<file path="src/design/smpq_pkg.sv">
`timescale 1ns / 1ps
`default_nettype none
package smpq_pkg;

    localparam int DEPTH = 16;
    localparam int VAL_W = 32;
    localparam int CNT_W = $clog2(DEPTH + 1);
    localparam int OUT_CNT_W = 5;

    typedef logic signed [VAL_W-1:0] t_val;
    typedef logic [CNT_W-1:0] t_cnt;

    typedef enum logic {
        FN_INSERT = 1'b0,
        FN_REMOVE = 1'b1
    } t_func;

    typedef enum logic [1:0] {
        ST_DONE  = 2'd0,
        ST_FULL  = 2'd1,
        ST_EMPTY = 2'd2
    } t_status;

    // per-cell control from the top level
    typedef struct packed {
        logic en;       // operation is carried out this cycle
        logic ins;      // 1 insert, 0 remove
        logic occ;      // cell holds a stored value
        logic at_end;   // cell is the first free slot
    } t_cell_ctl;

endpackage
`default_nettype wire

</file>
<file path="src/design/sorted_max_priority_queue_unit.sv">
`timescale 1ns / 1ps
`default_nettype none
// sorted max priority queue, a row of DEPTH cells kept in descending order
//
// input channel (s_axis): tuser carries the operation (0 insert, 1 remove
// maximum), tdata the signed 32-bit value, ignored on remove
// output channel (m_axis): one word per input word with the status, the
// removed value, the new head, a head-valid flag and the count
//
// each cell compares the incoming value with its own entry and passes its
// verdict to the next cell, so an insert or remove updates the whole row at
// once; a word is taken every cycle while the receiver keeps up, and its
// result is shown in the next cycle in the output register
//
// a rejected insert (full) or remove (empty) leaves the store unchanged
// reset empties the queue and drops any waiting result, and tready stays
// low while reset is held; the stored values need no clearing since only
// entries below the count are ever read
// when the receiver stalls, the result holds and tready falls until it is
// taken
module sorted_max_priority_queue_unit (
    input  wire         i_clk,
    input  wire         i_rst_n,
    input  wire         i_s_axis_tvalid,
    output logic        o_s_axis_tready,
    input  wire  [31:0] i_s_axis_tdata,   // value[31:0]
    input  wire  [0:0]  i_s_axis_tuser,   // func[0]
    output logic        o_m_axis_tvalid,
    input  wire         i_m_axis_tready,
    // status[1:0], removed_value[33:2], head_value[65:34], head_valid[66],
    // count[71:67]
    output logic [71:0] o_m_axis_tdata
);
    import smpq_pkg::*;

    t_cnt r_cnt;
    t_cnt n_cnt;
    logic r_out_valid;

    t_status r_status;
    t_status n_status;
    t_val    r_removed;
    t_val    n_removed;
    t_val    r_head;
    t_val    n_head;
    logic    r_head_vld;

    logic    w_acc;
    logic    w_ins;
    logic    w_full;
    logic    w_empty;
    logic    w_do;
    t_val    w_value;

    t_val      w_val [DEPTH+1];
    logic      w_gt  [DEPTH+1];
    t_val      w_nxt [DEPTH];
    t_cell_ctl w_ctl [DEPTH];

    assign o_s_axis_tready = i_rst_n && (!r_out_valid || i_m_axis_tready);
    assign w_acc   = i_s_axis_tvalid && o_s_axis_tready;
    assign w_ins   = (t_func'(i_s_axis_tuser[0]) == FN_INSERT);
    assign w_value = i_s_axis_tdata;
    assign w_full  = (r_cnt >= CNT_W'(DEPTH));
    assign w_empty = (r_cnt == '0);
    assign w_do    = w_acc && (w_ins ? !w_full : !w_empty);

    // chain ends: nothing shifts in from before the head or after the tail
    assign w_gt[0]      = 1'b0;
    assign w_val[DEPTH] = '0;

    for (genvar g = 0; g < DEPTH; g++) begin : g_cell
        t_val w_left;
        assign w_left = (g == 0) ? t_val'(0) : w_val[(g == 0) ? 0 : g-1];

        assign w_ctl[g].en     = w_do;
        assign w_ctl[g].ins    = w_ins;
        assign w_ctl[g].occ    = (CNT_W'(g) < r_cnt);
        assign w_ctl[g].at_end = (CNT_W'(g) == r_cnt);

        smpq_cell u_cell (
            .i_clk       (i_clk),
            .i_ctl       (w_ctl[g]),
            .i_value     (w_value),
            .i_left_val  (w_left),
            .i_left_gt   (w_gt[g]),
            .i_right_val (w_val[g+1]),
            .o_val       (w_val[g]),
            .o_gt        (w_gt[g+1]),
            .o_nxt       (w_nxt[g])
        );
    end

    always_comb begin
        n_cnt     = r_cnt;
        n_status  = ST_DONE;
        n_removed = '0;
        if (w_ins) begin
            if (w_full) begin
                n_status = ST_FULL;
            end else begin
                n_cnt = r_cnt + t_cnt'(1);
            end
        end else begin
            if (w_empty) begin
                n_status = ST_EMPTY;
            end else begin
                n_cnt     = r_cnt - t_cnt'(1);
                n_removed = w_val[0];
            end
        end
        n_head = (n_cnt != '0) ? w_nxt[0] : t_val'(0);
    end

    always_ff @(posedge i_clk) begin
        if (!i_rst_n) begin
            r_cnt       <= '0;
            r_out_valid <= 1'b0;
        end else begin
            if (w_acc) begin
                r_cnt <= n_cnt;
            end
            if (w_acc) begin
                r_out_valid <= 1'b1;
            end else if (i_m_axis_tready) begin
                r_out_valid <= 1'b0;
            end
        end
    end

    // result payload
    always_ff @(posedge i_clk) begin
        if (w_acc) begin
            r_status   <= n_status;
            r_removed  <= n_removed;
            r_head     <= n_head;
            r_head_vld <= (n_cnt != '0);
        end
    end

    assign o_m_axis_tvalid = r_out_valid;
    assign o_m_axis_tdata  = {OUT_CNT_W'(r_cnt), r_head_vld, r_head, r_removed, r_status};

    // count never exceeds the store
    a_cnt_range: assert property (@(posedge i_clk) disable iff (!i_rst_n)
        r_cnt <= CNT_W'(DEPTH))
        else $error("count above depth");

    // successful insert grows the count by one
    a_ins_grow: assert property (@(posedge i_clk) disable iff (!i_rst_n)
        (w_acc && w_ins && !w_full) |=> (r_cnt == $past(r_cnt) + t_cnt'(1)))
        else $error("insert did not grow count");

    // rejected operations leave the count alone
    a_reject_hold: assert property (@(posedge i_clk) disable iff (!i_rst_n)
        (w_acc && ((w_ins && w_full) || (!w_ins && w_empty))) |=> $stable(r_cnt))
        else $error("rejected word changed count");

    // every accepted word leaves a result
    a_result: assert property (@(posedge i_clk) disable iff (!i_rst_n)
        w_acc |=> r_out_valid)
        else $error("accepted word produced no result");

    // head flag agrees with the reported count
    a_head_flag: assert property (@(posedge i_clk) disable iff (!i_rst_n)
        r_out_valid |-> (r_head_vld == (r_cnt != '0)))
        else $error("head flag disagrees with count");

endmodule
`default_nettype wire

</file>
<file path="src/design/smpq_cell.sv">
`timescale 1ns / 1ps
`default_nettype none
module smpq_cell (
    input  wire                     i_clk,
    input  smpq_pkg::t_cell_ctl     i_ctl,
    input  smpq_pkg::t_val          i_value,
    input  smpq_pkg::t_val          i_left_val,
    input  wire                     i_left_gt,
    input  smpq_pkg::t_val          i_right_val,
    output smpq_pkg::t_val          o_val,
    output logic                    o_gt,
    output smpq_pkg::t_val          o_nxt
);
    import smpq_pkg::*;

    t_val r_val;
    t_val n_val;

    // new value goes behind every stored value that is >= it
    assign o_gt = i_ctl.occ ? (i_value > r_val) : i_ctl.at_end;

    always_comb begin
        if (!i_ctl.en) begin
            n_val = r_val;
        end else if (i_ctl.ins) begin
            if (i_left_gt) begin
                n_val = i_left_val;
            end else if (o_gt) begin
                n_val = i_value;
            end else begin
                n_val = r_val;
            end
        end else begin
            n_val = i_right_val;
        end
    end

    always_ff @(posedge i_clk) begin
        r_val <= n_val;
    end

    assign o_val = r_val;
    assign o_nxt = n_val;

endmodule
`default_nettype wire

</file>
<file path="config.mk">
export PLATFORM = sky130hd
export DESIGN_NAME = sorted_max_priority_queue_unit
export DESIGN_NICKNAME = d
export VERILOG_FILES = /design/src/design/smpq_pkg.sv /design/src/design/sorted_max_priority_queue_unit.sv /design/src/design/smpq_cell.sv
export SDC_FILE = /design/constraint.sdc
export NUM_CORES = 2
export LEC_CHECK = 0
export ABC_CLOCK_PERIOD_IN_PS = 12650
export BUFFER_PORTS_ARGS = -buffer_cell sky130_fd_sc_hd__buf_2
export CELL_PAD_IN_SITES_DETAIL_PLACEMENT = 1
export CELL_PAD_IN_SITES_GLOBAL_PLACEMENT = 2
export CORE_ASPECT_RATIO = 1.4
export CORE_UTILIZATION = 46
export CTS_BUF_LIST = sky130_fd_sc_hd__clkbuf_2 sky130_fd_sc_hd__clkbuf_4 sky130_fd_sc_hd__clkbuf_8
export DETAILED_ROUTE_END_ITERATION = 10
export GPL_TIMING_DRIVEN = 0
export PLACE_DENSITY = 0.87
export SYNTH_ARGS = -nofsm -noshare
export SYNTH_HDL_FRONTEND = slang
export SYNTH_SLANG_ARGS = --single-unit
</file>
<file path="constraint.sdc">
create_clock -name i_clk -period 12.65 [get_ports i_clk]
set_clock_uncertainty 0.15 [all_clocks]
set_input_delay 1.265 -clock i_clk [delete_from_list [all_inputs] [get_ports i_clk]]
set_output_delay 1.265 -clock i_clk [all_outputs]
set_load 0.01 [all_outputs]
</file>
Yosys cells after proc, flatten, opt, wreduce, memory -nomap -nowiden
Index checks and enable logic that the tools add are counted.
{ "word_totals": {"reg_bits": 585, "inputBits": 37, "out_inout_bits": 74, "word_cells": 186} }
{ "op_classes": {"n_addsub": 2, "magnitude_cmp": 33, "n_eq_ne": 15, "n_mux": 72, "n_bitwise": 1, "n_reduce_logical": 41} }
{ "op_table": {"columns": ["cell", "n"], "rows": [
  ["$mux W32", 47],
  ["$gt A32 B32 Y1", 16],
  ["$reduce_bool A3 Y1", 15],
  ["$eq A4 B5 Y1 const A", 8],
  ["$lt A4 B5 Y1 const A", 8],
  ["$reduce_and A2 Y1", 15],
  ["$eq A3 B5 Y1 const A", 4],
  ["$lt A3 B5 Y1 const A", 4],
  ["$mux W1", 20],
  ["$mux W5", 3],
  ["$eq A2 B5 Y1 const A", 2],
  ["$lt A1 B5 Y1 const A", 2],
  ["$lt A2 B5 Y1 const A", 2],
  ["$add A5 B1 Y5 const B", 1],
  ["$eq A1 B5 Y1 const A", 1],
  ["$ge A5 B5 Y1 const B", 1],
  ["$logic_not A5 Y1", 1],
  ["$reduce_bool A5 Y1", 1],
  ["$sub A5 B1 Y5 const B", 1],
  ["$mux W2", 2],
  ["$logic_and A1 B1 Y1", 3],
  ["$logic_not A1 Y1", 3],
  ["$reduce_bool A2 Y1", 1],
  ["$reduce_or A2 Y1", 1],
  ["2 further kinds", 2]
]} }

Logic depth before layout (Yosys ltp)
{ "depth": {"ltp_word": 6, "mapped_depth": 13, "ltp_nobuf": 11} }

By module
Synthesis repeated with hierarchy kept, for this count alone.
{ "unflattened": {"cells_unflattened": 7400, "area_unflattened_um2": 54772.5} }
{ "by_module_without_submodules": {"columns": ["mod", "instances", "cells_per_inst", "area_per_inst_um2", "seq_area_each_um2"], "rows": [
  ["smpq_cell", 16, 446, 3213.1, 640.6],
  ["sorted_max_priority_queue_unit", 1, 264, 3363.2, 2132.0]
]} }

Least setup slack after synthesis
No wires, ideal clock.
{ "synth_timing": {"kind": "input port to flip-flop", "startpoint": "in i_m_axis_tready", "endpoint": "reg g_cell[1].u_cell.r_val[0], enable pin", "setup_ps": 441, "arrival_time_ps": 5167, "required_time_ps": 12059, "path_slack_ps": 6892, "stages": 6, "path_buffers": 0, "path_cell_list": "nand2b_1 and2_1 nand2_1 inv_1 nand2_1 a31oi_1"} }
{ "synth_between": {"elab_chain_len": 5} }
{ "synth_lines": {"columns": ["item", "line_no", "rtl"], "rows": [
  ["start, declared", "sorted_max_priority_queue_unit.sv:29", "input wire i_m_axis_tready,"],
  ["$logic_or A1 B1 Y1", "sorted_max_priority_queue_unit.sv:60", "assign o_s_axis_tready = i_rst_n && (!r_out_valid || i_m_axis_tready);"],
  ["$logic_and A1 B1 Y1", "sorted_max_priority_queue_unit.sv:60", null],
  ["named net o_s_axis_tready", "sorted_max_priority_queue_unit.sv:25", "output logic o_s_axis_tready,"],
  ["$logic_and A1 B1 Y1", "sorted_max_priority_queue_unit.sv:61", "assign w_acc = i_s_axis_tvalid && o_s_axis_tready;"],
  ["named net w_acc", "sorted_max_priority_queue_unit.sv:48", "logic w_acc;"],
  ["$logic_and A1 B1 Y1", "sorted_max_priority_queue_unit.sv:66", "assign w_do = w_acc && (w_ins ? !w_full : !w_empty);"],
  ["$reduce_and A2 Y1 (no source line)", null, null],
  ["end signal, assigned", "smpq_cell.sv:39", "r_val <= n_val;"],
  ["end, declared", "smpq_cell.sv:16", "t_val r_val;"]
]} }
The timed path passes the listed nets, and every way through them passes these cells.
A chain may end at the register's enable or synchronous reset.

Worst setup path in the final report
{ "layout_timing": {"startpoint": "in i_s_axis_tdata[5]", "endpoint": "reg g_cell[14].u_cell.r_val[7], enable pin"} }
{ "layout_between": {"elab_chain_len": 4, "elab_cells_between_ends": 6, "cone_classes": "2 x order compare; 2 x mux; 2 x reduce/logical"} }
{ "layout_lines": {"columns": ["item", "line_no", "rtl"], "rows": [
  ["start, declared", "sorted_max_priority_queue_unit.sv:26", "input wire [31:0] i_s_axis_tdata,"],
  ["$gt A32 B32 Y1", "smpq_cell.sv:20", "assign o_gt = i_ctl.occ ? (i_value > r_val) : i_ctl.at_end;"],
  ["$mux W1", "smpq_cell.sv:20", null],
  ["$reduce_bool A3 Y1 (no source line) *", null, null],
  ["$reduce_and A2 Y1 (no source line) *", null, null],
  ["end signal, assigned", "smpq_cell.sv:39", null],
  ["end, declared", "smpq_cell.sv:16", null]
]} }
Every way passes the cells marked *; elsewhere a longest branch is shown, timed or not.

==> flow_metrics.py <==
metrics = {
    "floorplan": {
        "initial_core_util_pct": 46.5,
        "row_count": 130,
        "dieArea_sq_um": 92100,
        "die_w_um": 257,
        "die_h_um": 359,
        "ios": 111,
        "core_area_sq_um": 89800,
    },
    "timing": {
        "rsz0062_at_grt": "false",
        "tightest_slew_ns": 1.46,
        "finalSetupViolCount": 0,
        "timing.fmax_mhz": 173,
        "period_needed_ns": 5.79,
        "report.final.hold_viol_count": 0,
        "slew_headroom_pct": 1.56,
        "fin_tns_setup_ns": 0,
        "finalMaxSlewViolations": 0,
        "fin_crit_sh_pct": 45.8,
    },
    "global_route": {
        "grt_pass1_vias": 37000,
        "overflow": 0,
        "grt_usage_pct": 31.1,
        "grt_start_max_net_pins": 36,
        "grt_pass1_wl_mm": 216,
        "antenna_found_initial": 5,
    },
    "synthesis": {
        "seq_area_frac_synth_pct": 41.1,
        "synth_area_leaders": "edfxtp_1 (39%), ha_1 (15%), mux2i_1 (11%), nand2_1 (4.8%), inv_1 (4.7%)",
        "avgSynthCellArea_sq_um": 9.63,
        "yosysTopAreaCell": "edfxtp_1",
        "synth_cell_types": 72,
        "yosysTopAreaCellShare_pct": 39.3,
        "synth_fp_nets": 4895,
        "ys_ff_latch": 585,
        "async_flop_share_pct": 0,
        "yosys_warnings": 0,
        "synth-edff-count": 547,
        "ys.flop_type": "edfxtp_1",
        "netlist_area_sq_um": 41800,
        "syn_inst": 4341,
    },
    "worst_setup_path": {
        "cp.arrival_ns": 6.11,
        "reg2reg_slack_ns": 7.46,
        "startpoint_type": "input pin",
        "required_ns": 12.96,
        "crit_type": "in -> reg",
        "critPathCaptureType": "flop",
        "cp_max_fo": 23,
    },
    "clock_network": {
        "clock_latency_ns": 0.77,
        "cts_buffers": 103,
        "clkTransAtPathRegs_ns": 0.06,
        "ctsHoldBuffers": 0,
        "cts.path.max_buffers": 3,
        "clockRootBuffer": "clkbuf_8",
        "cts-resized-gates": 0,
        "post-cts-setup-buffers": 0,
        "cts_tree": "built",
        "cts_sinks": 585,
        "cts_max_level": 3,
    },
    "route": {
        "drc": 0,
        "routedWlPerCell_um": 24.4,
        "drt_iter0_drc": 2024,
        "vias": 34000,
        "firstDrtPassIters": 5,
        "wl_mm": 143,
        "viasPerCell": 5.83,
        "ant_nets": 0,
    },
    "placed_design": {
        "gp_congestion": 0.951,
        "place_area_sq_um": 44300,
        "detailed_place_hpwl_mm": 118,
        "port_buffers": 110,
    },
    "job": {
        "cap_violations": 2,
    },
    "final_layout": {
        "drive_above_1_share_pct": 8.66,
        "fillCellCount": 10300,
        "layout.cells.most_common": "edfxtp_1",
        "fin_area_sq_um": 46500,
        "fin_nets": 5125,
        "final_cell_mix": "edfxtp_1 (547), nand2_1 (534), inv_1 (522)",
        "final_core_utilization_pct": 51.8,
        "area_delta_synth_final_pct": 11.2,
    },
    "power": {
        "total_leakage_power_nw": 19.3,
        "clockPowerShare_pct": 31.1,
        "internal-power_w": 0.00408,
        "power_frac_seq_pct": 40.2,
        "p_sw_w": 0.00211,
        "p_per_area_nw_per_um2": 133,
        "sw_frac_of_total_pct": 34.1,
        "p_comb_share_pct": 28.6,
        "ir_drop_uv": 73.3,
    },
    "run_status": {
        "outcome": "finished with violations",
        "violations": "max-capacitance violations",
    },
    "min_path": {
        "min_path_type": "reg -> reg",
    },
}
==> cells in the mapped netlist, drive strengths merged, types with 7 or more instances <==
cell type / number
nand2b: 9
o22ai: 70
a221oi: 9
nand3: 56
a211oi: 46
a21o: 40
buf: 67
edfxtp: 547
o211ai: 21
and2: 7
nor3: 30
nand4: 136
o311ai: 33
dfxtp: 38
nand2: 534
a22oi: 33
mux2i: 452
o21a: 11
ha: 517
or4: 8
nor2: 127
clkbuf: 174
nor2b: 25
a21boi: 7
nor4: 21
a31oi: 12
inv: 523
a21oi: 282
and4: 8
o21ai: 429
==> per-layer routing <==
metal	up-vias	global-route usage (%)	part of all wire (%)
met4	2	20.6	6.8
met2	813	59.1	53
met3	363	3.91	3.8
met5	-	0	0.0056
met1	16600	31.8	37
li1	16200	-	-
==> registers in the layout, summed over array words and instances, names as in the netlist <==
name,count
o_m_axis_tvalid,1
r_status,2
g_cell.u_cell.o_val,512
r_cnt,5
r_removed,32
r_head_vld,1
r_head,32
==> final timing paths <==
check	start	to	cells after the start
max reg2reg	g_cell[14].u_cell.o_val[7]	g_cell[14].u_cell.o_val[7]	13
max	i_s_axis_tdata[5]	g_cell[14].u_cell.o_val[7]	13
min reg2reg	o_m_axis_tvalid	o_m_axis_tvalid	2
min	o_m_axis_tvalid	o_m_axis_tvalid	2
==> per-stage QoR <==
| step | cells | setup WS [ns] | hold WS, ns | power (W) |
|---|---|---|---|---|
| detailed placement | 5654 | 6.05 | 0.368 | 0.00429 |
| global placement | 5639 | 4.35 | 0.357 | 0.00420 |
| global route | 5845 | 6.74 | 0.392 | 0.00649 |
| floorplan | 4341 | 6.89 | 0.366 | 0.00367 |
| finish | 5845 | 6.86 | 0.364 | 0.00619 |
| CTS | 5844 | 6.90 | 0.376 | 0.00622 |
==> final cells by class <==
cell class	count	area, sq um	share of cell area, %
inverters	523	1960	4.22
repair buffers	125	888	1.91
well taps	1188	1490	3.20
clock inverters	34	290	0.625
plain buffers	241	1110	2.40
multi-input cells	2992	21700	46.6
diodes	1	2.50	0.00538
clock buffers	156	1900	4.08
flip-flops and latches	585	17200	37.0
==> critical path: stages <==
cell and delay, ns:
buf_2 0.49, ha_1 0.36, a21oi_1 0.17, o21ai_0 0.19, a221oi_1 0.47, o211ai_1 0.28, a21oi_1 0.32, mux2i_1 0.34
a211oi_2 0.96, buf_2 0.47, nor3_1 0.13, nor2_4 0.40, buf_16 0.23
==> power groups by stage <==
stage	sequential [W]	clock, W	combinational, W
after global placement	0.00253	0	0.00168
after floorplan	0.00250	0	0.00117
after global routing	0.00251	0.00204	0.00194
after CTS	0.00249	0.00196	0.00177
final	0.00249	0.00193	0.00177
after detailed placement	0.00253	0	0.00176
==> kinds of logic after synthesis <==
family / Yosys count / synth area share, %
compound gates: 1039 / 14.5
simple gates: 981 / 10.6
buf+inv: 764 / 7.36
flops: 585 / 41.1
fa+ha+maj: 517 / 15.5
mux: 452 / 10.8
xor+xnor: 3 / 0.0629
Power figures use the tool's default switching activity.
